$ cat config.mk
export PLATFORM = sky130hd
export DESIGN_NAME = dual_adc_offset_averager_flat
export DESIGN_NICKNAME = d
export VERILOG_FILES = /design/src/hdl/daoa_pkg.sv /design/src/hdl/daoa_if.sv /design/src/hdl/daoa_ctrl.sv /design/src/hdl/daoa_dp.sv /design/src/hdl/dual_adc_offset_averager.sv /design/src/flat_wrapper.sv
export SDC_FILE = /design/constraint.sdc
export NUM_CORES = 1
export LEC_CHECK = 0
export ABC_AREA = 1
export BUFFER_PORTS_ARGS = -buffer_cell sky130_fd_sc_hd__buf_2
export CORE_MARGIN = 2
export CORE_UTILIZATION = 35
export DETAILED_ROUTE_END_ITERATION = 10
export HOLD_SLACK_MARGIN = 0.05
export PLACE_DENSITY = 0.52
export SLEW_MARGIN = 20
export SYNTH_ARGS = -nofsm -noshare
export SYNTH_HDL_FRONTEND = slang
export SYNTH_SLANG_ARGS = --single-unit
export TNS_END_PERCENT = 50
$ cat constraint.sdc
create_clock -name clk -period 6.2 [get_ports clk]
set_input_delay 0.31 -clock clk [delete_from_list [all_inputs] [get_ports clk]]
set_output_delay 0.31 -clock clk [all_outputs]
set_load 0.02 [all_outputs]
$ cat src/hdl/daoa_pkg.sv
`timescale 1ns / 1ps
// ----------------------------------------------------------------------------
// daoa_pkg
// Shared widths, codes and control types of the dual ADC offset averager.
// ----------------------------------------------------------------------------
package daoa_pkg;

  localparam int CHAN_W     = 16;
  localparam int TIMER_W    = 16;
  localparam int WINDOW_W   = 24;
  localparam int ELAPSED_W  = 25;
  localparam int OFFSET_W   = 16;
  localparam int USED_W     = 24;

  localparam logic [WINDOW_W-1:0] WINDOW_RESET = 24'd480000;

  localparam logic REQ_START  = 1'b0;
  localparam logic REQ_SAMPLE = 1'b1;

  typedef enum logic [1:0] {
    ST_IDLE,
    ST_PREP,
    ST_DIV,
    ST_LOAD
  } daoa_state_t;

  typedef struct packed {
    logic start;
    logic acc;
    logic div_load;
    logic div_step;
    logic out_load;
  } daoa_cmd_t;

  typedef struct packed {
    logic is_sample;
    logic armed;
    logic close;
  } daoa_stat_t;

endpackage

$ cat src/hdl/daoa_if.sv
`timescale 1ns / 1ps
// ----------------------------------------------------------------------------
// daoa channel interfaces
// Input item, result item and configuration write channels.
// ----------------------------------------------------------------------------
interface daoa_in_if
  import daoa_pkg::*;
  ();
  logic               valid;
  logic               ready;
  logic               req_type;
  logic [CHAN_W-1:0]  chan_a;
  logic [CHAN_W-1:0]  chan_b;
  logic [TIMER_W-1:0] timer_now;

  modport source (output valid, req_type, chan_a, chan_b, timer_now, input ready);
  modport sink   (input valid, req_type, chan_a, chan_b, timer_now, output ready);
endinterface

interface daoa_out_if
  import daoa_pkg::*;
  ();
  logic                valid;
  logic                ready;
  logic [OFFSET_W-1:0] offset_a;
  logic [OFFSET_W-1:0] offset_b;
  logic [USED_W-1:0]   samples_used;
  logic                count_limited;

  modport source (output valid, offset_a, offset_b, samples_used, count_limited,
                  input ready);
  modport sink   (input valid, offset_a, offset_b, samples_used, count_limited,
                  output ready);
endinterface

interface daoa_cfg_if
  import daoa_pkg::*;
  ();
  logic                valid;
  logic                ready;
  logic [WINDOW_W-1:0] data;

  modport source (output valid, data, input ready);
  modport sink   (input valid, data, output ready);
endinterface

$ cat src/hdl/daoa_ctrl.sv
`timescale 1ns / 1ps
// ----------------------------------------------------------------------------
// daoa_ctrl
// Sequencer: accepts items, runs the shared-count divide, loads the result.
// ----------------------------------------------------------------------------
module daoa_ctrl
  import daoa_pkg::*;
#(
  parameter int SUM_W = 40
) (
  input  logic       clk,
  input  logic       rst_n,
  input  logic       in_valid,
  output logic       in_ready,
  output logic       out_valid,
  input  logic       out_ready,
  input  daoa_stat_t stat,
  output daoa_cmd_t  cmd
);

  localparam int CNT_W = $clog2(SUM_W);

  daoa_state_t      state_r, state_nxt;
  logic [CNT_W-1:0] cnt_r, cnt_nxt;
  logic             out_valid_r, out_valid_nxt;
  logic             accept;

  assign in_ready  = (state_r == ST_IDLE);
  assign out_valid = out_valid_r;
  assign accept    = in_valid && in_ready;

  always_ff @(posedge clk) begin
    if (!rst_n) begin
      state_r     <= ST_IDLE;
      cnt_r       <= '0;
      out_valid_r <= 1'b0;
    end else begin
      state_r     <= state_nxt;
      cnt_r       <= cnt_nxt;
      out_valid_r <= out_valid_nxt;
    end
  end

  always_comb begin
    state_nxt     = state_r;
    cnt_nxt       = cnt_r;
    out_valid_nxt = out_valid_r && !out_ready;
    cmd           = '0;
    unique case (state_r)
      ST_IDLE: begin
        if (accept) begin
          if (!stat.is_sample) begin
            cmd.start = 1'b1;
          end else if (stat.armed) begin
            cmd.acc = 1'b1;
            if (stat.close) begin
              state_nxt = ST_PREP;
            end
          end
        end
      end
      ST_PREP: begin
        cmd.div_load = 1'b1;
        cnt_nxt      = '0;
        state_nxt    = ST_DIV;
      end
      ST_DIV: begin
        cmd.div_step = 1'b1;
        cnt_nxt      = cnt_r + 1'b1;
        if (cnt_r == CNT_W'(SUM_W - 1)) begin
          state_nxt = ST_LOAD;
        end
      end
      ST_LOAD: begin
        if (!out_valid_r || out_ready) begin
          cmd.out_load  = 1'b1;
          out_valid_nxt = 1'b1;
          state_nxt     = ST_IDLE;
        end
      end
      default: state_nxt = ST_IDLE;
    endcase
  end

endmodule

$ cat src/hdl/daoa_dp.sv
`timescale 1ns / 1ps
// ----------------------------------------------------------------------------
// daoa_dp
// Accumulators, window timing, restoring dividers and result registers.
// ----------------------------------------------------------------------------
module daoa_dp
  import daoa_pkg::*;
#(
  parameter int COUNT_BITS  = 24,
  parameter int SAMPLE_BITS = 16
) (
  input  logic                clk,
  input  logic                rst_n,
  input  logic                req_type,
  input  logic [CHAN_W-1:0]   chan_a,
  input  logic [CHAN_W-1:0]   chan_b,
  input  logic [TIMER_W-1:0]  timer_now,
  input  logic                cfg_we,
  input  logic [WINDOW_W-1:0] cfg_data,
  input  daoa_cmd_t           cmd,
  output daoa_stat_t          stat,
  output logic [OFFSET_W-1:0] offset_a,
  output logic [OFFSET_W-1:0] offset_b,
  output logic [USED_W-1:0]   samples_used,
  output logic                count_limited
);

  localparam int SUM_W = COUNT_BITS + SAMPLE_BITS;

  logic [WINDOW_W-1:0]    window_r;
  logic                   armed_r;
  logic [SUM_W-1:0]       sum_a_r, sum_b_r, sum_a_nxt, sum_b_nxt;
  logic [COUNT_BITS-1:0]  count_r, count_nxt;
  logic [ELAPSED_W-1:0]   elapsed_r, elapsed_nxt;
  logic [TIMER_W-1:0]     last_r, delta;
  logic                   limited_r;
  logic                   time_up, count_full;

  logic [SUM_W-1:0]       dvd_a_r, dvd_b_r;
  logic [COUNT_BITS-1:0]  rem_a_r, rem_b_r;
  logic [COUNT_BITS:0]    sh_a, sh_b;
  logic [COUNT_BITS+1:0]  dif_a, dif_b;

  logic [OFFSET_W-1:0]    offset_a_r, offset_b_r;
  logic [USED_W-1:0]      used_r;
  logic                   out_limited_r;

  assign delta       = timer_now - last_r;
  assign sum_a_nxt   = sum_a_r + SUM_W'(SAMPLE_BITS'(chan_a));
  assign sum_b_nxt   = sum_b_r + SUM_W'(SAMPLE_BITS'(chan_b));
  assign count_nxt   = count_r + 1'b1;
  assign elapsed_nxt = elapsed_r + ELAPSED_W'(delta);
  assign time_up     = elapsed_nxt >= ELAPSED_W'(window_r);
  assign count_full  = &count_nxt;

  assign stat.is_sample = (req_type == REQ_SAMPLE);
  assign stat.armed     = armed_r;
  assign stat.close     = time_up || count_full;

  // one restoring step per cycle, quotient shifts into the dividend
  assign sh_a  = {rem_a_r, dvd_a_r[SUM_W-1]};
  assign sh_b  = {rem_b_r, dvd_b_r[SUM_W-1]};
  assign dif_a = {1'b0, sh_a} - {2'b00, count_r};
  assign dif_b = {1'b0, sh_b} - {2'b00, count_r};

  always_ff @(posedge clk) begin
    if (!rst_n) begin
      window_r <= WINDOW_RESET;
      armed_r  <= 1'b0;
    end else begin
      if (cfg_we) begin
        window_r <= cfg_data;
      end
      if (cmd.start) begin
        armed_r <= 1'b1;
      end else if (cmd.acc && stat.close) begin
        armed_r <= 1'b0;
      end
    end
  end

  always_ff @(posedge clk) begin
    if (cmd.start) begin
      sum_a_r   <= '0;
      sum_b_r   <= '0;
      count_r   <= '0;
      elapsed_r <= '0;
      last_r    <= timer_now;
    end else if (cmd.acc) begin
      sum_a_r   <= sum_a_nxt;
      sum_b_r   <= sum_b_nxt;
      count_r   <= count_nxt;
      elapsed_r <= elapsed_nxt;
      last_r    <= timer_now;
      limited_r <= !time_up;
    end

    if (cmd.div_load) begin
      dvd_a_r <= sum_a_r;
      dvd_b_r <= sum_b_r;
      rem_a_r <= '0;
      rem_b_r <= '0;
    end else if (cmd.div_step) begin
      if (!dif_a[COUNT_BITS+1]) begin
        rem_a_r <= dif_a[COUNT_BITS-1:0];
        dvd_a_r <= {dvd_a_r[SUM_W-2:0], 1'b1};
      end else begin
        rem_a_r <= sh_a[COUNT_BITS-1:0];
        dvd_a_r <= {dvd_a_r[SUM_W-2:0], 1'b0};
      end
      if (!dif_b[COUNT_BITS+1]) begin
        rem_b_r <= dif_b[COUNT_BITS-1:0];
        dvd_b_r <= {dvd_b_r[SUM_W-2:0], 1'b1};
      end else begin
        rem_b_r <= sh_b[COUNT_BITS-1:0];
        dvd_b_r <= {dvd_b_r[SUM_W-2:0], 1'b0};
      end
    end

    if (cmd.out_load) begin
      if (count_r == '0) begin
        offset_a_r <= '0;
        offset_b_r <= '0;
      end else begin
        offset_a_r <= dvd_a_r[OFFSET_W-1:0];
        offset_b_r <= dvd_b_r[OFFSET_W-1:0];
      end
      used_r        <= USED_W'(count_r);
      out_limited_r <= limited_r;
    end
  end

  assign offset_a      = offset_a_r;
  assign offset_b      = offset_b_r;
  assign samples_used  = used_r;
  assign count_limited = out_limited_r;

endmodule

$ cat src/hdl/dual_adc_offset_averager.sv
`timescale 1ns / 1ps
// ----------------------------------------------------------------------------
// dual_adc_offset_averager
// Zero-current offset averaging for two current-sense ADC channels.
// ----------------------------------------------------------------------------
// A start item (req_type 0) latches the timer and arms a new window; each
// sample item (req_type 1) adds both readings, one count and the wrapped
// timer delta. When elapsed ticks reach window_ticks, or the count
// saturates first (count_limited set), the closing sample starts a bit-serial
// restoring divide of both sums by the count, one quotient bit per cycle in
// two parallel lanes: in_ready is low through the prep, divide and load
// states, plus any wait for the previous result to be taken. The result sits
// in an output register, so input transfers go on while it waits. Samples
// while disarmed are dropped without a result.
// ----------------------------------------------------------------------------
module dual_adc_offset_averager
  import daoa_pkg::*;
#(
  parameter int COUNT_BITS  = 24,
  parameter int SAMPLE_BITS = 16
) (
  input  logic        clk,
  input  logic        rst_n,
  daoa_in_if.sink     in_ch,
  daoa_out_if.source  out_ch,
  daoa_cfg_if.sink    cfg_ch
);

  daoa_cmd_t  cmd;
  daoa_stat_t stat;

  assign cfg_ch.ready = 1'b1;

  daoa_ctrl #(
    .SUM_W (COUNT_BITS + SAMPLE_BITS)
  ) u_ctrl (
    .clk       (clk),
    .rst_n     (rst_n),
    .in_valid  (in_ch.valid),
    .in_ready  (in_ch.ready),
    .out_valid (out_ch.valid),
    .out_ready (out_ch.ready),
    .stat      (stat),
    .cmd       (cmd)
  );

  daoa_dp #(
    .COUNT_BITS  (COUNT_BITS),
    .SAMPLE_BITS (SAMPLE_BITS)
  ) u_dp (
    .clk           (clk),
    .rst_n         (rst_n),
    .req_type      (in_ch.req_type),
    .chan_a        (in_ch.chan_a),
    .chan_b        (in_ch.chan_b),
    .timer_now     (in_ch.timer_now),
    .cfg_we        (cfg_ch.valid),
    .cfg_data      (cfg_ch.data),
    .cmd           (cmd),
    .stat          (stat),
    .offset_a      (out_ch.offset_a),
    .offset_b      (out_ch.offset_b),
    .samples_used  (out_ch.samples_used),
    .count_limited (out_ch.count_limited)
  );

endmodule

$ cat src/flat_wrapper.sv
// flat-port wrapper written by rule: the top's interface ports become plain ports
module dual_adc_offset_averager_flat import daoa_pkg::*;
#(
  parameter int COUNT_BITS  = 24,
  parameter int SAMPLE_BITS = 16
)
  (clk, rst_n, in_ch_valid, in_ch_req_type, in_ch_chan_a, in_ch_chan_b, in_ch_timer_now, in_ch_ready, out_ch_valid, out_ch_offset_a, out_ch_offset_b, out_ch_samples_used, out_ch_count_limited, out_ch_ready, cfg_ch_valid, cfg_ch_data, cfg_ch_ready);
  daoa_in_if in_ch_i ();
  daoa_out_if out_ch_i ();
  daoa_cfg_if cfg_ch_i ();
  input  logic clk;
  input  logic rst_n;
  input wire logic [$bits(in_ch_i.valid)-1:0] in_ch_valid;
  input wire logic [$bits(in_ch_i.req_type)-1:0] in_ch_req_type;
  input wire logic [$bits(in_ch_i.chan_a)-1:0] in_ch_chan_a;
  input wire logic [$bits(in_ch_i.chan_b)-1:0] in_ch_chan_b;
  input wire logic [$bits(in_ch_i.timer_now)-1:0] in_ch_timer_now;
  output wire logic [$bits(in_ch_i.ready)-1:0] in_ch_ready;
  output wire logic [$bits(out_ch_i.valid)-1:0] out_ch_valid;
  output wire logic [$bits(out_ch_i.offset_a)-1:0] out_ch_offset_a;
  output wire logic [$bits(out_ch_i.offset_b)-1:0] out_ch_offset_b;
  output wire logic [$bits(out_ch_i.samples_used)-1:0] out_ch_samples_used;
  output wire logic [$bits(out_ch_i.count_limited)-1:0] out_ch_count_limited;
  input wire logic [$bits(out_ch_i.ready)-1:0] out_ch_ready;
  input wire logic [$bits(cfg_ch_i.valid)-1:0] cfg_ch_valid;
  input wire logic [$bits(cfg_ch_i.data)-1:0] cfg_ch_data;
  output wire logic [$bits(cfg_ch_i.ready)-1:0] cfg_ch_ready;
  assign in_ch_i.valid = in_ch_valid;
  assign in_ch_i.req_type = in_ch_req_type;
  assign in_ch_i.chan_a = in_ch_chan_a;
  assign in_ch_i.chan_b = in_ch_chan_b;
  assign in_ch_i.timer_now = in_ch_timer_now;
  assign in_ch_ready = in_ch_i.ready;
  assign out_ch_valid = out_ch_i.valid;
  assign out_ch_offset_a = out_ch_i.offset_a;
  assign out_ch_offset_b = out_ch_i.offset_b;
  assign out_ch_samples_used = out_ch_i.samples_used;
  assign out_ch_count_limited = out_ch_i.count_limited;
  assign out_ch_i.ready = out_ch_ready;
  assign cfg_ch_i.valid = cfg_ch_valid;
  assign cfg_ch_i.data = cfg_ch_data;
  assign cfg_ch_ready = cfg_ch_i.ready;
  dual_adc_offset_averager #(.COUNT_BITS(COUNT_BITS), .SAMPLE_BITS(SAMPLE_BITS)) u_core (.clk(clk), .rst_n(rst_n), .in_ch(in_ch_i), .out_ch(out_ch_i), .cfg_ch(cfg_ch_i));
endmodule
Word level (Yosys, flattened, before mapping)
Cells that the tools add are included.
{ "word_totals": {"in_bits": 78, "out_inout_bits": 60, "reg_bits": 365} }
{ "classes": {"eq_ne": 10, "n_reduce_logical": 17, "muxes": 31, "add_sub_neg": 8, "magnitude_cmp": 1, "bitwise": 1} }
{ "op_table": {"columns": ["op", "n"], "rows": [
  ["$mux W40", 4],
  ["$add A40 B16 Y40", 2],
  ["$sub A25 B24 Y26", 2],
  ["$mux W24", 2],
  ["$mux W16", 2],
  ["$add A25 B16 Y25", 1],
  ["$ge A25 B24 Y1", 1],
  ["$add A24 B1 Y24 const B", 1],
  ["$logic_not A24 Y1", 1],
  ["$reduce_and A24 Y1", 1],
  ["$mux W2", 8],
  ["$sub A16 B16 Y16", 1],
  ["$mux W1", 13],
  ["$pmux W6 S2", 1],
  ["$ne A2 B2 Y1 const B", 5],
  ["$pmux W2 S4", 1],
  ["$reduce_bool A2 Y1", 4],
  ["$add A6 B1 Y6 const B", 1],
  ["$eq A6 B6 Y1 const B", 1],
  ["$reduce_and A6 Y1", 1],
  ["$eq A2 B2 Y1 const B", 2],
  ["$logic_and A1 B1 Y1", 3],
  ["$logic_not A1 Y1", 3],
  ["$eq A2 B1 Y1 const B", 1],
  ["other kinds (5)", 6]
]} }

Depth between registers and ports, before layout
Gate-level depths: netlist (run 1).
{ "depth": {"depth_word": 9, "mapped_depth": 36, "mapped_depth_nobuf": 36} }

Modules after synthesis
A second synthesis (run 1) with hierarchy kept.
{ "hier_totals": {"hier_cells": 2750, "area_unflattened_um2": 21371.7} }
{ "by_module_without_submodules": {"columns": ["mod", "area_each_um2", "seq_area_each_um2", "n_inst", "cells_per_inst"], "rows": [
  ["daoa_dp", 20836.2, 8668.3, 1, 2677],
  ["daoa_ctrl", 524.3, 180.2, 1, 71],
  ["dual_adc_offset_averager", 11.3, 0.0, 1, 2]
]} }

Least setup slack after synthesis (run 1)
Ideal clock, no wire load.
{ "synth_path": {"path_type": "reg-to-reg", "start": "register u_core.u_dp.last_r[0]", "end": "register u_core.u_ctrl.state_r[1]", "synth_period_minus_slack_ns": 4.432, "path_buffers": 0, "stages_incl_launch_ff": 31, "arrival_time_ns": 4.317, "slack_ns": 1.768, "required_time_ns": 6.085, "path_cell_list": "edfxtp_1 -> ha_1 -> fa_1 -> inv_1 -> a31oi_1 -> o21ai_1 -> a21boi_0 -> o21ai_1 -> nand2_1 -> nand2_1 -> a21oi_1 -> xnor2_1 -> ha_1 -> a21oi_1 -> o21ai_0 -> a21oi_1 -> nand2_1 -> nand2_1 -> nand2_1 -> a31o_2 -> and2_1 -> ha_1 -> a211o_1 -> a41oi_1 -> nand2_1 -> nand2_1 -> nand3_2 -> nand2_2 -> nand2_2 -> a21oi_1 -> nor2_1"} }
{ "synth_via": {"elab_chain_len": 6} }
{ "synth_rtl": {"columns": ["element", "line", "source"], "rows": [
  ["start, declared", "daoa_dp.sv:35", "logic [TIMER_W-1:0] last_r, delta;"],
  ["start signal, assigned", "daoa_dp.sv:88", "last_r <= timer_now;"],
  ["start signal, assigned", "daoa_dp.sv:94", "last_r <= timer_now;"],
  ["$sub A16 B16 Y16", "daoa_dp.sv:48", "assign delta = timer_now - last_r;"],
  ["$add A25 B16 Y25", "daoa_dp.sv:52", "assign elapsed_nxt = elapsed_r + ELAPSED_W'(delta);"],
  ["named net u_core.u_dp.elapsed_nxt[21]", "daoa_dp.sv:34", "logic [ELAPSED_W-1:0] elapsed_r, elapsed_nxt;"],
  ["$ge A25 B24 Y1", "daoa_dp.sv:53", "assign time_up = elapsed_nxt >= ELAPSED_W'(window_r);"],
  ["$logic_or A1 B1 Y1", "daoa_dp.sv:58", "assign stat.close = time_up || count_full;"],
  ["$ne A2 B2 Y1 (no source line)", null, null],
  ["$reduce_and A6 Y1 (no source line)", null, null],
  ["end signal, assigned", "daoa_ctrl.sv:38", "state_r <= state_nxt;"],
  ["end, declared", "daoa_ctrl.sv:23", "daoa_state_t state_r, state_nxt;"]
]} }
The timed path passes the listed nets, and every way through them passes these cells.
A chain may end at the register's enable or synchronous reset.

Worst setup path in the final report (run 1)
{ "layout_path": {"start": "input port in_ch_timer_now[2]", "end": "register u_core.u_ctrl.state_r[1]"} }
{ "layout_via": {"elab_chain_len": 6} }
{ "layout_rtl": {"columns": ["element", "line", "source"], "rows": [
  ["start, declared", "flat_wrapper.sv:17", "input wire logic [$bits(in_ch_i.timer_now)-1:0] in_ch_timer_now;"],
  ["$sub A16 B16 Y16", "daoa_dp.sv:48", null],
  ["$add A25 B16 Y25", "daoa_dp.sv:52", null],
  ["named net u_core.u_dp.elapsed_nxt[16]", "daoa_dp.sv:34", null],
  ["$ge A25 B24 Y1", "daoa_dp.sv:53", null],
  ["$logic_or A1 B1 Y1", "daoa_dp.sv:58", null],
  ["$ne A2 B2 Y1 (no source line)", null, null],
  ["$reduce_and A6 Y1 (no source line)", null, null]
]} }
The timed path passes the listed nets, and every way through them passes these cells.

==> results of run 1 <==
## registers in the layout, indices dropped and copies added (netlist names), 24 cells and up
register / cells
u_core.u_dp.dvd_a_r: 40
u_core.u_dp.count_r: 24
u_core.u_dp.window_r: 24
u_core.u_dp.elapsed_r: 25
u_core.u_dp.rem_a_r: 24
u_core.u_dp.samples_used: 24
u_core.u_dp.dvd_b_r: 40
u_core.u_dp.sum_a_r: 40
u_core.u_dp.sum_b_r: 40
u_core.u_dp.rem_b_r: 24
## worst max-delay path: cells and delay by family
family                     cells  cell delay, ns
AOI/OAI and AO/OA              8            1.65
xor gates and xnor gates       2            0.32
adders and majority gates      3            0.99
buffers and inverters          2            0.66
and+or+nand+nor               21            1.56
## synthesized netlist by cell type (all sizes together), types with 2 or more instances
cell	instances	area [um2]
clkbuf	60	228
nor4	16	100
a21boi	10	82.6
a211oi	5	37.5
xor2	59	517
buf	18	123
a211o	2	17.5
fa	6	120
and3	3	23.8
nor3b	4	30.0
a31o	6	52.6
a22oi	2	15.0
nand2	613	2320
o31ai	2	15.0
nor3	52	287
o21ai	270	1370
a22o	11	96.3
ha	143	1790
o22ai	29	181
nand3	100	521
nand3b	4	30.0
o2111ai	4	41.3
a31oi	8	50.1
nand4	43	269
o21a	7	52.6
or2	9	56.3
edfxtp	154	4620
o211ai	22	165
o21bai	11	86.3
dfxtp	211	4220
inv	365	1370
nor2	183	737
xnor2	27	236
a21o	20	151
a21oi	255	1280
## per-stage QoR
step                      worst slack, ns  cells  hold WS [ns]  total power, uW  utilization (%)
after floorplan                      1.77   2742         0.400             7890                -
after global placement               1.16   3597         0.447             9300             37.8
after detailed placement             1.11   3597         0.435             9370             37.8
after CTS                            1.17   3720        0.0501            12100             41.0
after global routing                0.578   3722        0.0891            13000             41.0
final                                1.17   3723        0.0937            12000             41.0
## worst min path at each step
stage	startpoint	endpoint
6_report	in_ch_chan_a[0]	u_core.u_dp.sum_a_r[0]
5_1_grt	in_ch_chan_a[0]	u_core.u_dp.sum_a_r[0]
4_1_cts	in_ch_chan_a[0]	u_core.u_dp.sum_a_r[0]
3_5_place_dp	u_core.u_dp.limited_r	u_core.u_dp.count_limited
3_3_place_gp	u_core.u_dp.limited_r	u_core.u_dp.count_limited
2_1_floorplan	u_core.u_dp.limited_r	u_core.u_dp.count_limited
## power breakdown
group	switching, uW	leakage [uW]	internal, uW
registers	315	0.00315	3380
logic	3750	0.00695	1880
clock network	1060	0.000746	1590
total	5120	0.0109	6850
## cells by family after synthesis
logic type / Yosys count / share of synthesized area [%]
other: 1 / 0.0175
adder cells (fa/ha/maj): 149 / 8.94
AND/OR/NAND/NOR: 1028 / 20.5
AO/OA/AOI/OAI: 669 / 17.6
XOR/XNOR: 86 / 3.53
buffers and inverters: 444 / 8.07
flip-flops: 365 / 41.4
## per-layer routing
metal | GRT usage [%] | up-vias | wire length [um]
li1 | - | 9586 | -
met1 | 25.0 | 8821 | 28000
met2 | 32.9 | 338 | 28400
met3 | 3.75 | 92 | 2960
met4 | 4.95 | 18 | 1410
met5 | 0 | - | 127
## what timing repair did
action / CTS / global route
setup endpoints to repair: 0 / 0
hold buffers: 41 / 0
endpoints found under the hold margin: 41 / 0
## area by class of cell
cell class / count / area (um2)
fillers: 6211 / 35600
multi-input cells: 1933 / 10800
flip-flops and latches: 365 / 8850
inverters: 366 / 1380
clock buffers: 56 / 1250
repair buffers: 193 / 1230
well taps: 782 / 978
clock inverters: 26 / 244
diodes: 2 / 5.00
==> out/metrics.sh, run 1 <==
CP_DATA_REQUIRED_TIME_NS=6.66
GLOBAL_ROUTE.USAGE.TOTAL_PCT=19.3
P_LEAK_uW=0.0109
SETUP_TOTAL_NEGATIVE_SLACK_NS=0
CLOCK_TREE_FROM_TRITONCTS='yes'
SYNTHARSTFLOPSHARE_PCT=0
SYN_INST=2742
POST_CTS_SETUP_BUFFER_COUNT=0
SYN_TO_FINAL_GROWTH_PCT=15.9
ANTENNA_FOUND_INITIAL=13
NUM-NETS-FINAL=3130
FINAL_ROUTED_DRC_VIOLATION_TOTAL=0
CLKSINKCOUNT=365
CRITPATHLAUNCH='in_ch_timer_now[2]'
SYN-MEAN-INSTANCE-AREA_UM2=7.79
CTS_HTREE_LEVELS=2
MIN_PATH_CELLS=4
DIE_AREA_UM2=63000
FINAL_COMMON_CELL='nand2_1'
DIE_H_UM=251
FF2FF_PATH_DEPTH=29
WORST_HOLD_PATH_TYPE='input port to register'
DRT-TOTAL-WL_UM=61000
CLOCK-SKEW-FINAL_NS=0.0205
SETUP_VIOLATING_ENDPOINT_COUNT_IN_THE_FINAL_REPORT=0
DETAIL_ROUTE.ITER0.VIOLATIONS=1009
GP_ROUTABILITY_CONGESTION=0.914
FRACTION_OF_LAYOUT_CELLS_WITH_A_SIZE_SUFFIX_ABOVE_1_PCT=10.0
ENDPOINT='u_core.u_ctrl.state_r[1]'
YOSYS_WARNINGS=0
REPORT.FINAL.HOLD_VIOL_COUNT=0
LAYOUT_COMMON_CELLS='606 x nand2_1, 356 x inv_1, 252 x a21oi_1, 245 x o21ai_0, 211 x dfxtp_1'
CP-END-KIND='register'
SETUP.WORST_PATH.START_CLASS='input port'
SHARE_OF_THE_CYCLE_NEEDED_BY_THE_CRITICAL_PATH_AFTER_ROUTING_PCT=81.1
CTS-RESIZED-GATES=0
CTS_MADE_BUFFERS=44
ROUTED_WIRE_LENGTH_PER_INSTANCE_UM=16.4
POST_SYNTH_INSTANCE_AREA_UM2=21400
MAXCAPVIOLATIONS=0
PEAKVDDDROP_uV=232
CP_COMMON_CELL='nand2_1'
CHIPWIDTH_UM=251
RELSLEWSLACK_PCT=43.2
SYNTHESIS.NETS=2969
GRT_OVERFLOW_TOTAL=0
CTS_ROOT_BUFFER='clkbuf_16'
RSZ0062_AT_GRT='false'
GRT_START_MAX_NET_PINS=92
STARTING_DENSITY_PCT=35.4
INSERTION_DELAY_NS=0.58
TIMING.CRITICAL_PATH.ARRIVAL_NS=5.49
CRIT-REG2REG-CAPTURE='u_core.u_ctrl.state_r[1]'
BOUNDARYPINS=138
PLACED_INSTANCE_AREA_UM2=22800
FINAL_PERIOD_MINUS_WORST_SETUP_SLACK_NS=5.03
FIRST_GLOBAL_VIAS=18700
YOSYS_REGISTER_BITS=365
CLKSLEWWORSTSETUPHOLDPATHS_NS=0.06
SYNTH_ENABLE_FLOP_CELLS=154
DRV_SLEW=0
TIMING.FMAX_MHz=199
CRITPATHMAXFANOUT=4
POSTSYNTH.TOPFLOPCELL='dfxtp_1'
VIAS=18900
STD_CELL_ROWS=90
PORT-BUFFER-COUNT=136
AVGVIACOUNTPERCELL=5.06
CPPEAKSTAGEDELAY_NS=0.53
ROUTE.ANTENNA.REMAINING_NETS=0
FLOORPLAN.CORE_AREA_UM2=60400
CLOCK_TREE.BUFFER_DEPTH=3
YOSYSUNIQUECELLTYPES=64
WORSTSETUPPATHTYPE='input port to register'
RUN_STATUS='completed'
WORSTREG2REGSTART='u_core.u_dp.last_r[0]'
GRT_PASS1_WL_UM=98300
SLOWEST_CELL_ON_THE_CRITICAL_PATH='dlygate4sd3_1'
SYNTH.YOSYS.SEQ_AREA_SHARE_PCT=41.4
DRT_FIRST_PASS_ITERS=7
WORST_CASE_REGISTER_TO_REGISTER_SETUP_SLACK_NS=1.21
TIGHTESTPINTRANSITION_NS=0.852
POST_DP_HPWL_UM=45000
POWER_PER_CELL_AREA_nW_PER_UM2=483
STDCELL_AREA_UM2=24800
Note: power is estimated with default switching activity, not from simulation.
==> run 2, diff against run 1 <==
--- a/config.mk
+++ b/config.mk
@@ -11,7 +11,7 @@
 export CORE_UTILIZATION = 35
 export DETAILED_ROUTE_END_ITERATION = 10
 export HOLD_SLACK_MARGIN = 0.05
-export PLACE_DENSITY = 0.52
+export PLACE_DENSITY = 0.54
 export SLEW_MARGIN = 20
 export SYNTH_ARGS = -nofsm -noshare
 export SYNTH_HDL_FRONTEND = slang
==> constraint.sdc (replaced) <==
create_clock -name clk -period 4.6 [get_ports clk]
set_input_delay 0.23 -clock clk [delete_from_list [all_inputs] [get_ports clk]]
set_output_delay 0.23 -clock clk [all_outputs]
set_load 0.02 [all_outputs]
==> run 2 against run 1 <==
Against the previous run: utilization grew 1.4 points; hold slack gained 0.0077 ns; global-route usage grew 0.27 points; final cell count grew 1.8%; first-iteration DRC count grew 2.3%; non-clock buffer count grew 67; largest cell class unchanged; highest routed layer unchanged.
==> out/metrics.sh, run 2 (same netlist as run 1, synthesis figures left out) <==
GRT_OVERFLOW_TOTAL=0  # unchanged
CLKSLEWWORSTSETUPHOLDPATHS_NS=0.06  # about the same
CP_DATA_REQUIRED_TIME_NS=5.08  # -1.58 ns
TIMING.CRITICAL_PATH.ARRIVAL_NS=5.04  # -0.45 ns
CPPEAKSTAGEDELAY_NS=0.37  # -0.16 ns
WORST_HOLD_PATH_TYPE='input port to register'
FIRST_GLOBAL_VIAS=19200  # +2.3%
FINAL_PERIOD_MINUS_WORST_SETUP_SLACK_NS=4.56
CLOCK_TREE_FROM_TRITONCTS='yes'
CRITPATHMAXFANOUT=4  # unchanged
DIE_AREA_UM2=63000  # unchanged
FRACTION_OF_LAYOUT_CELLS_WITH_A_SIZE_SUFFIX_ABOVE_1_PCT=12.8  # +2.8 points
POWER_PER_CELL_AREA_nW_PER_UM2=646  # +34%
FINAL_ROUTED_DRC_VIOLATION_TOTAL=0  # unchanged
CTS_HTREE_LEVELS=2  # unchanged
TIMING.FMAX_MHz=219
CLOCK_TREE.BUFFER_DEPTH=3  # unchanged
FINAL_COMMON_CELL='nand2_1'
SLOWEST_CELL_ON_THE_CRITICAL_PATH='edfxtp_1'
REPORT.FINAL.HOLD_VIOL_COUNT=0  # unchanged
LAYOUT_COMMON_CELLS='592 x nand2_1, 354 x inv_1, 245 x a21oi_1, 240 x o21ai_0, 211 x dfxtp_1'
SYN_TO_FINAL_GROWTH_PCT=19.8
CTS_MADE_BUFFERS=45  # +2.3%
FF2FF_PATH_DEPTH=30  # +3.4%
PORT-BUFFER-COUNT=136  # unchanged
SETUP.WORST_PATH.START_CLASS='register'
CP-END-KIND='register'
RELSLEWSLACK_PCT=35.8  # -7.4 points
MAXCAPVIOLATIONS=0  # unchanged
POST_DP_HPWL_UM=45700  # +1.4%
GP_ROUTABILITY_CONGESTION=0.895  # -2.1%
BOUNDARYPINS=138  # unchanged
PEAKVDDDROP_uV=325  # +40%
SHARE_OF_THE_CYCLE_NEEDED_BY_THE_CRITICAL_PATH_AFTER_ROUTING_PCT=99.2
DETAIL_ROUTE.ITER0.VIOLATIONS=1032  # +2.3%
RSZ0062_AT_GRT='true'
GLOBAL_ROUTE.USAGE.TOTAL_PCT=19.6  # +0.27 points
DIE_H_UM=251  # unchanged
STARTING_DENSITY_PCT=35.4  # unchanged
CLKSINKCOUNT=365  # unchanged
ROUTED_WIRE_LENGTH_PER_INSTANCE_UM=16.4  # +0.32%
MIN_PATH_CELLS=7  # +3
DRT-TOTAL-WL_UM=62200  # +2.1%
SETUP_VIOLATING_ENDPOINT_COUNT_IN_THE_FINAL_REPORT=0  # unchanged
WORSTSETUPPATHTYPE='register to register'
CTS_ROOT_BUFFER='clkbuf_16'
P_LEAK_uW=0.0112  # +2.8%
CRIT-REG2REG-CAPTURE='u_core.u_ctrl.state_r[1]'
ROUTE.ANTENNA.REMAINING_NETS=0  # unchanged
HOLD_PATH_END='u_core.u_ctrl.state_r[0]'
VIAS=19300  # +2.6%
CLOCK-SKEW-FINAL_NS=0.0521  # +0.0315 ns
FLOORPLAN.CORE_AREA_UM2=60400  # unchanged
DRT_FIRST_PASS_ITERS=6  # -1
DESIGN_POWER_uW=16500  # +38%
STD_CELL_ROWS=90  # unchanged
GRT_PASS1_WL_UM=99600  # +1.4%
INSERTION_DELAY_NS=0.61  # +0.03 ns
HOLD_PATH.STARTPOINT='in_ch_valid'
NUM-NETS-FINAL=3198  # +2.2%
CHIPWIDTH_UM=251  # unchanged
CP_COMMON_CELL='nand2_2'
PLACED_INSTANCE_AREA_UM2=23100  # +1.3%
WORSTREG2REGSTART='u_core.u_dp.last_r[2]'
AVGVIACOUNTPERCELL=5.10  # +0.77%
GRT_START_MAX_NET_PINS=105  # +14%
ANTENNA_FOUND_INITIAL=7  # -6
TIGHTESTPINTRANSITION_NS=0.963  # +0.111 ns
STDCELL_AREA_UM2=25600  # +3.4%
WORST_CASE_REGISTER_TO_REGISTER_SETUP_SLACK_NS=0.04  # -1.17 ns
RUN_STATUS='completed'
DRV_SLEW=0  # unchanged
## run 2: cell count changes in the layout (fill, tap and decap cells not counted), sizes merged
| cell | change |
|---|---|
| bufinv | -1 |
| clkinv | +1 |
| diode | -1 |
| inv | -2 |
| dlygate4sd3 | +23 |
| clkbuf | +3 |
| clkinvlp | -1 |
| buf | +44 |
## run 2: through the flow
| step | hold slack (ns) | worst slack (ns) | std cells | setup TNS [ns] | util (%) |
|---|---|---|---|---|---|
| after floorplan | 0.329 | 0.168 | 2742 | 0 | - |
| after global placement | 0.427 | -0.142 | 3634 | -0.212 | 38.3 |
| after detailed placement | 0.432 | -0.148 | 3634 | -0.253 | 38.3 |
| after CTS | 0.0861 | -0.0296 | 3784 | -0.0296 | 41.9 |
| after global routing | 0.114 | -0.305 | 3788 | -0.613 | 42.4 |
| final | 0.101 | 0.0388 | 3789 | 0 | 42.4 |
## run 2: metal layers
metal  track usage [%]  up-vias  wire, um
li1                  -     9709         -
met3              2.76      114      2410
met5                 0        -        48
met4              5.77        8      1630
met2              34.7      393     30000
met1              24.6     9113     28100
## run 2: layout make-up
class	instances	area [um2]
fillers	6174	34800
multi-input cells	1933	11100
flip-flops and latches	365	8850
repair buffers	260	1790
inverters	366	1380
clock buffers	59	1250
well taps	782	978
clock inverters	23	230
diodes	1	2.50
## run 2: what timing repair did
| action | 4_1_cts | 5_1_grt |
|---|---|---|
| pin swaps | 11 | 34 |
| endpoints found under the hold margin | 46 | 0 |
| gates resized for setup | 14 | 54 |
| hold buffers | 64 | 0 |
| setup buffers | 4 | 5 |
| cloned | 0 | 0 |
| endpoints found under the setup margin | 2 | 4 |
## run 2: critical path: cells and delay by family, from the launching register on
family / cells / cell delay (ns)
simple gates: 13 / 0.84
compound gates: 11 / 1.94
buf+inv: 1 / 0.08
xor+xnor: 2 / 0.36
flops: 1 / 0.37
fa+ha+maj: 3 / 0.83
## run 2: worst max path at each step
stage / from / depth (start not counted) / endpoint / slack (ns)
6_report: u_core.u_dp.last_r[2] / 30 / u_core.u_ctrl.state_r[1] / 0.04
5_1_grt: u_core.u_dp.last_r[0] / 33 / u_core.u_ctrl.state_r[1] / -0.31
4_1_cts: u_core.u_dp.last_r[0] / 29 / u_core.u_ctrl.state_r[1] / -0.03
3_5_place_dp: in_ch_timer_now[0] / 35 / u_core.u_ctrl.state_r[1] / -0.15
3_3_place_gp: in_ch_timer_now[0] / 35 / u_core.u_ctrl.state_r[1] / -0.14
2_1_floorplan: u_core.u_dp.last_r[0] / 30 / u_core.u_ctrl.state_r[1] / 0.17
## run 2: power breakdown
group          leakage, uW  internal [uW]  switching, uW  total (uW)
registers          0.00315           4560            436        5000
logic              0.00728           2800           5180        7990
clock network     0.000725           2090           1460        3550
total               0.0112           9450           7080       16500
==> run 3, diff against run 2 <==
--- a/config.mk
+++ b/config.mk
@@ -11,7 +11,7 @@
 export CORE_UTILIZATION = 35
 export DETAILED_ROUTE_END_ITERATION = 10
 export HOLD_SLACK_MARGIN = 0.05
-export PLACE_DENSITY = 0.54
+export PLACE_DENSITY = 0.52
 export SLEW_MARGIN = 20
 export SYNTH_ARGS = -nofsm -noshare
 export SYNTH_HDL_FRONTEND = slang
==> constraint.sdc (replaced) <==
create_clock -name clk -period 5.5 [get_ports clk]
set_input_delay 0.275 -clock clk [delete_from_list [all_inputs] [get_ports clk]]
set_output_delay 0.275 -clock clk [all_outputs]
set_load 0.02 [all_outputs]
==> run 3 against run 2 <==
Against the previous run: sequential power fell by 17%; largest power group unchanged; combinational power fell by 20%; final cell count fell by 1.4%; non-clock buffer count fell by 56.
==> out/metrics.sh, run 3 (same netlist as run 1, synthesis figures left out) <==
P_LEAK_uW=0.0109  # -2.7%
AVGVIACOUNTPERCELL=5.08  # -0.55%
CP_COMMON_CELL='nand2_1'
RUN_STATUS='completed'
TIMING.CRITICAL_PATH.DEPTH=33  # +10%
PORT-BUFFER-COUNT=136  # unchanged
REPORT.FINAL.HOLD_VIOL_COUNT=0  # unchanged
CRITPATHLAUNCH='u_core.u_dp.last_r[0]'
FF2FF_PATH_DEPTH=33  # +10%
SETUP_VIOLATING_ENDPOINT_COUNT_IN_THE_FINAL_REPORT=0  # unchanged
CTS_HTREE_LEVELS=2  # unchanged
CLOCK-SKEW-FINAL_NS=0.0412  # -0.0109 ns
SETUP_TOTAL_NEGATIVE_SLACK_NS=0  # unchanged
SLOWEST_CELL_ON_THE_CRITICAL_PATH='edfxtp_1'
ROUTED_WIRE_LENGTH_PER_INSTANCE_UM=16.5  # +0.55%
POST_DP_HPWL_UM=45200  # -0.96%
CRITPATHMAXFANOUT=5  # +1
FINAL_PERIOD_MINUS_WORST_SETUP_SLACK_NS=4.89  # +0.330 ns
CP-END-KIND='register'
WORSTSETUPPATHTYPE='register to register'
WORSTREG2REGSTART='u_core.u_dp.last_r[0]'
DIE_AREA_UM2=63000  # unchanged
CLKSINKCOUNT=365  # unchanged
HOLD_PATH.STARTPOINT='cfg_ch_valid'
GP_ROUTABILITY_CONGESTION=0.915  # +2.2%
CP_DATA_REQUIRED_TIME_NS=5.98  # +0.90 ns
GLOBAL_ROUTE.USAGE.TOTAL_PCT=19.4  # -0.17 points
MAXCAPVIOLATIONS=0  # unchanged
NUM-NETS-FINAL=3141  # -1.8%
CRIT-REG2REG-CAPTURE='u_core.u_ctrl.state_r[1]'
STD_CELL_ROWS=90  # unchanged
FINAL_ROUTED_DRC_VIOLATION_TOTAL=0  # unchanged
WORST_HOLD_PATH_TYPE='input port to register'
VIAS=19000  # -1.9%
SETUP.WORST_PATH.START_CLASS='register'
DRV_SLEW=0  # unchanged
TIMING.HOLD.WS_NS=0.0854  # -0.0160 ns
CHIPWIDTH_UM=251  # unchanged
CP_NUM_BUF_INV=2  # +1
SHARE_OF_THE_CYCLE_NEEDED_BY_THE_CRITICAL_PATH_AFTER_ROUTING_PCT=88.9  # -10 points
GRT_PASS1_WL_UM=99000  # -0.64%
FLOORPLAN.CORE_AREA_UM2=60400  # unchanged
RELSLEWSLACK_PCT=30.7  # -5.1 points
TIMING.CRITICAL_PATH.ARRIVAL_NS=5.37  # +0.33 ns
DESIGN_POWER_uW=13500  # -18%
BOUNDARYPINS=138  # unchanged
CTS_ROOT_BUFFER='clkbuf_16'
FINAL_COMMON_CELL='nand2_1'
ENDPOINT='u_core.u_ctrl.state_r[1]'
PATH_DELAY_FAMILY='compound AO/OA/AOI/OAI gates'
DRT-TOTAL-WL_UM=61700  # -0.86%
DRT_FIRST_PASS_ITERS=5  # -1
FRACTION_OF_LAYOUT_CELLS_WITH_A_SIZE_SUFFIX_ABOVE_1_PCT=10.1  # -2.7 points
LAYOUT_COMMON_CELLS='606 x nand2_1, 356 x inv_1, 251 x a21oi_1, 244 x o21ai_0, 211 x dfxtp_1'
POWER_PER_CELL_AREA_nW_PER_UM2=543  # -16%
WORST_CASE_REGISTER_TO_REGISTER_SETUP_SLACK_NS=0.61  # +0.57 ns
GRT_START_MAX_NET_PINS=94  # -10%
TIGHTESTPINTRANSITION_NS=1.04  # +0.0767 ns
ROUTE.ANTENNA.REMAINING_NETS=0  # unchanged
PEAKVDDDROP_uV=290  # -11%
STARTING_DENSITY_PCT=35.4  # unchanged
TIMING.FMAX_MHz=204  # -6.7%
INSERTION_DELAY_NS=0.61  # about the same
CLKSLEWWORSTSETUPHOLDPATHS_NS=0.06  # about the same
CPPEAKSTAGEDELAY_NS=0.37  # about the same
SYN_TO_FINAL_GROWTH_PCT=16.3
GRT_OVERFLOW_TOTAL=0  # unchanged
CLOCK_TREE_FROM_TRITONCTS='yes'
FIRST_GLOBAL_VIAS=18800  # -2.1%
DIE_H_UM=251  # unchanged
DETAIL_ROUTE.ITER0.VIOLATIONS=1029  # -0.29%
CLOCK_TREE.BUFFER_DEPTH=3  # unchanged
CTS_MADE_BUFFERS=44  # -2.2%
ANTENNA_FOUND_INITIAL=11  # +4
[run 3: cell count changes in the layout (fill, tap and decap cells not counted), moves of 6 or more]
cell / previous run / this run
buf_4: 57 / 19
a21oi_1: 245 / 251
nand2_2: 21 / 7
clkinv_1: 9 / 2
xor2_1: 52 / 58
nand2_1: 592 / 606
dlygate4sd3_1: 64 / 49
[run 3: layout make-up]
class                           count  area, um2
Tap cell                          782        978
Inverter                          366       1380
Fill cell                        6208      35500
Sequential cell                   365       8850
Antenna cell                        4       10.0
Clock inverter                     19        236
Timing Repair Buffer              204       1310
Clock buffer                       63       1230
Multi-Input combinational cell   1933      10900
[run 3: worst min path at each step]
| stage | endpoint | cells past startpoint | slack [ns] |
|---|---|---|---|
| 5_1_grt | u_core.u_dp.window_r[16] | 2 | 0.12 |
| 3_5_place_dp | u_core.u_dp.count_limited | 0 | 0.44 |
| 4_1_cts | u_core.u_dp.window_r[16] | 2 | 0.06 |
| 6_report | u_core.u_dp.window_r[16] | 2 | 0.09 |
| 2_1_floorplan | u_core.u_dp.last_r[0] | 0 | 0.37 |
| 3_3_place_gp | u_core.u_dp.count_limited | 0 | 0.45 |
[run 3: report_power, final]
group	leakage [uW]	switching [uW]	total [uW]	internal [uW]
Clock	0.000714	1230	2950	1720
Sequential	0.00315	356	4170	3810
Combinational	0.00699	4250	6380	2130
Total	0.0109	5840	13500	7660
[run 3: repair_timing]
action,in CTS,in global routing
endpoints found under the hold margin,44,0
endpoints found under the setup margin,0,3
gates resized for setup,0,10
hold buffers,49,0
setup buffers,0,4
[run 3: routing by layer]
metal | global-route usage, % | part of all wire, %
met5 | 0 | 0.14
met1 | 25.0 | 46
met3 | 2.98 | 4.3
met2 | 33.6 | 47
met4 | 5.51 | 2.3
[run 3: stage by stage]
stage	area (um2)	cells	setup slack, ns	utilization (%)
final	24900	3736	0.609	41.2
after global routing	24900	3735	-0.00197	41.2
after CTS	24800	3728	0.395	41.1
after detailed placement	22800	3597	0.369	37.8
after global placement	22800	3597	0.478	37.8
after floorplan	21400	2742	1.07	-
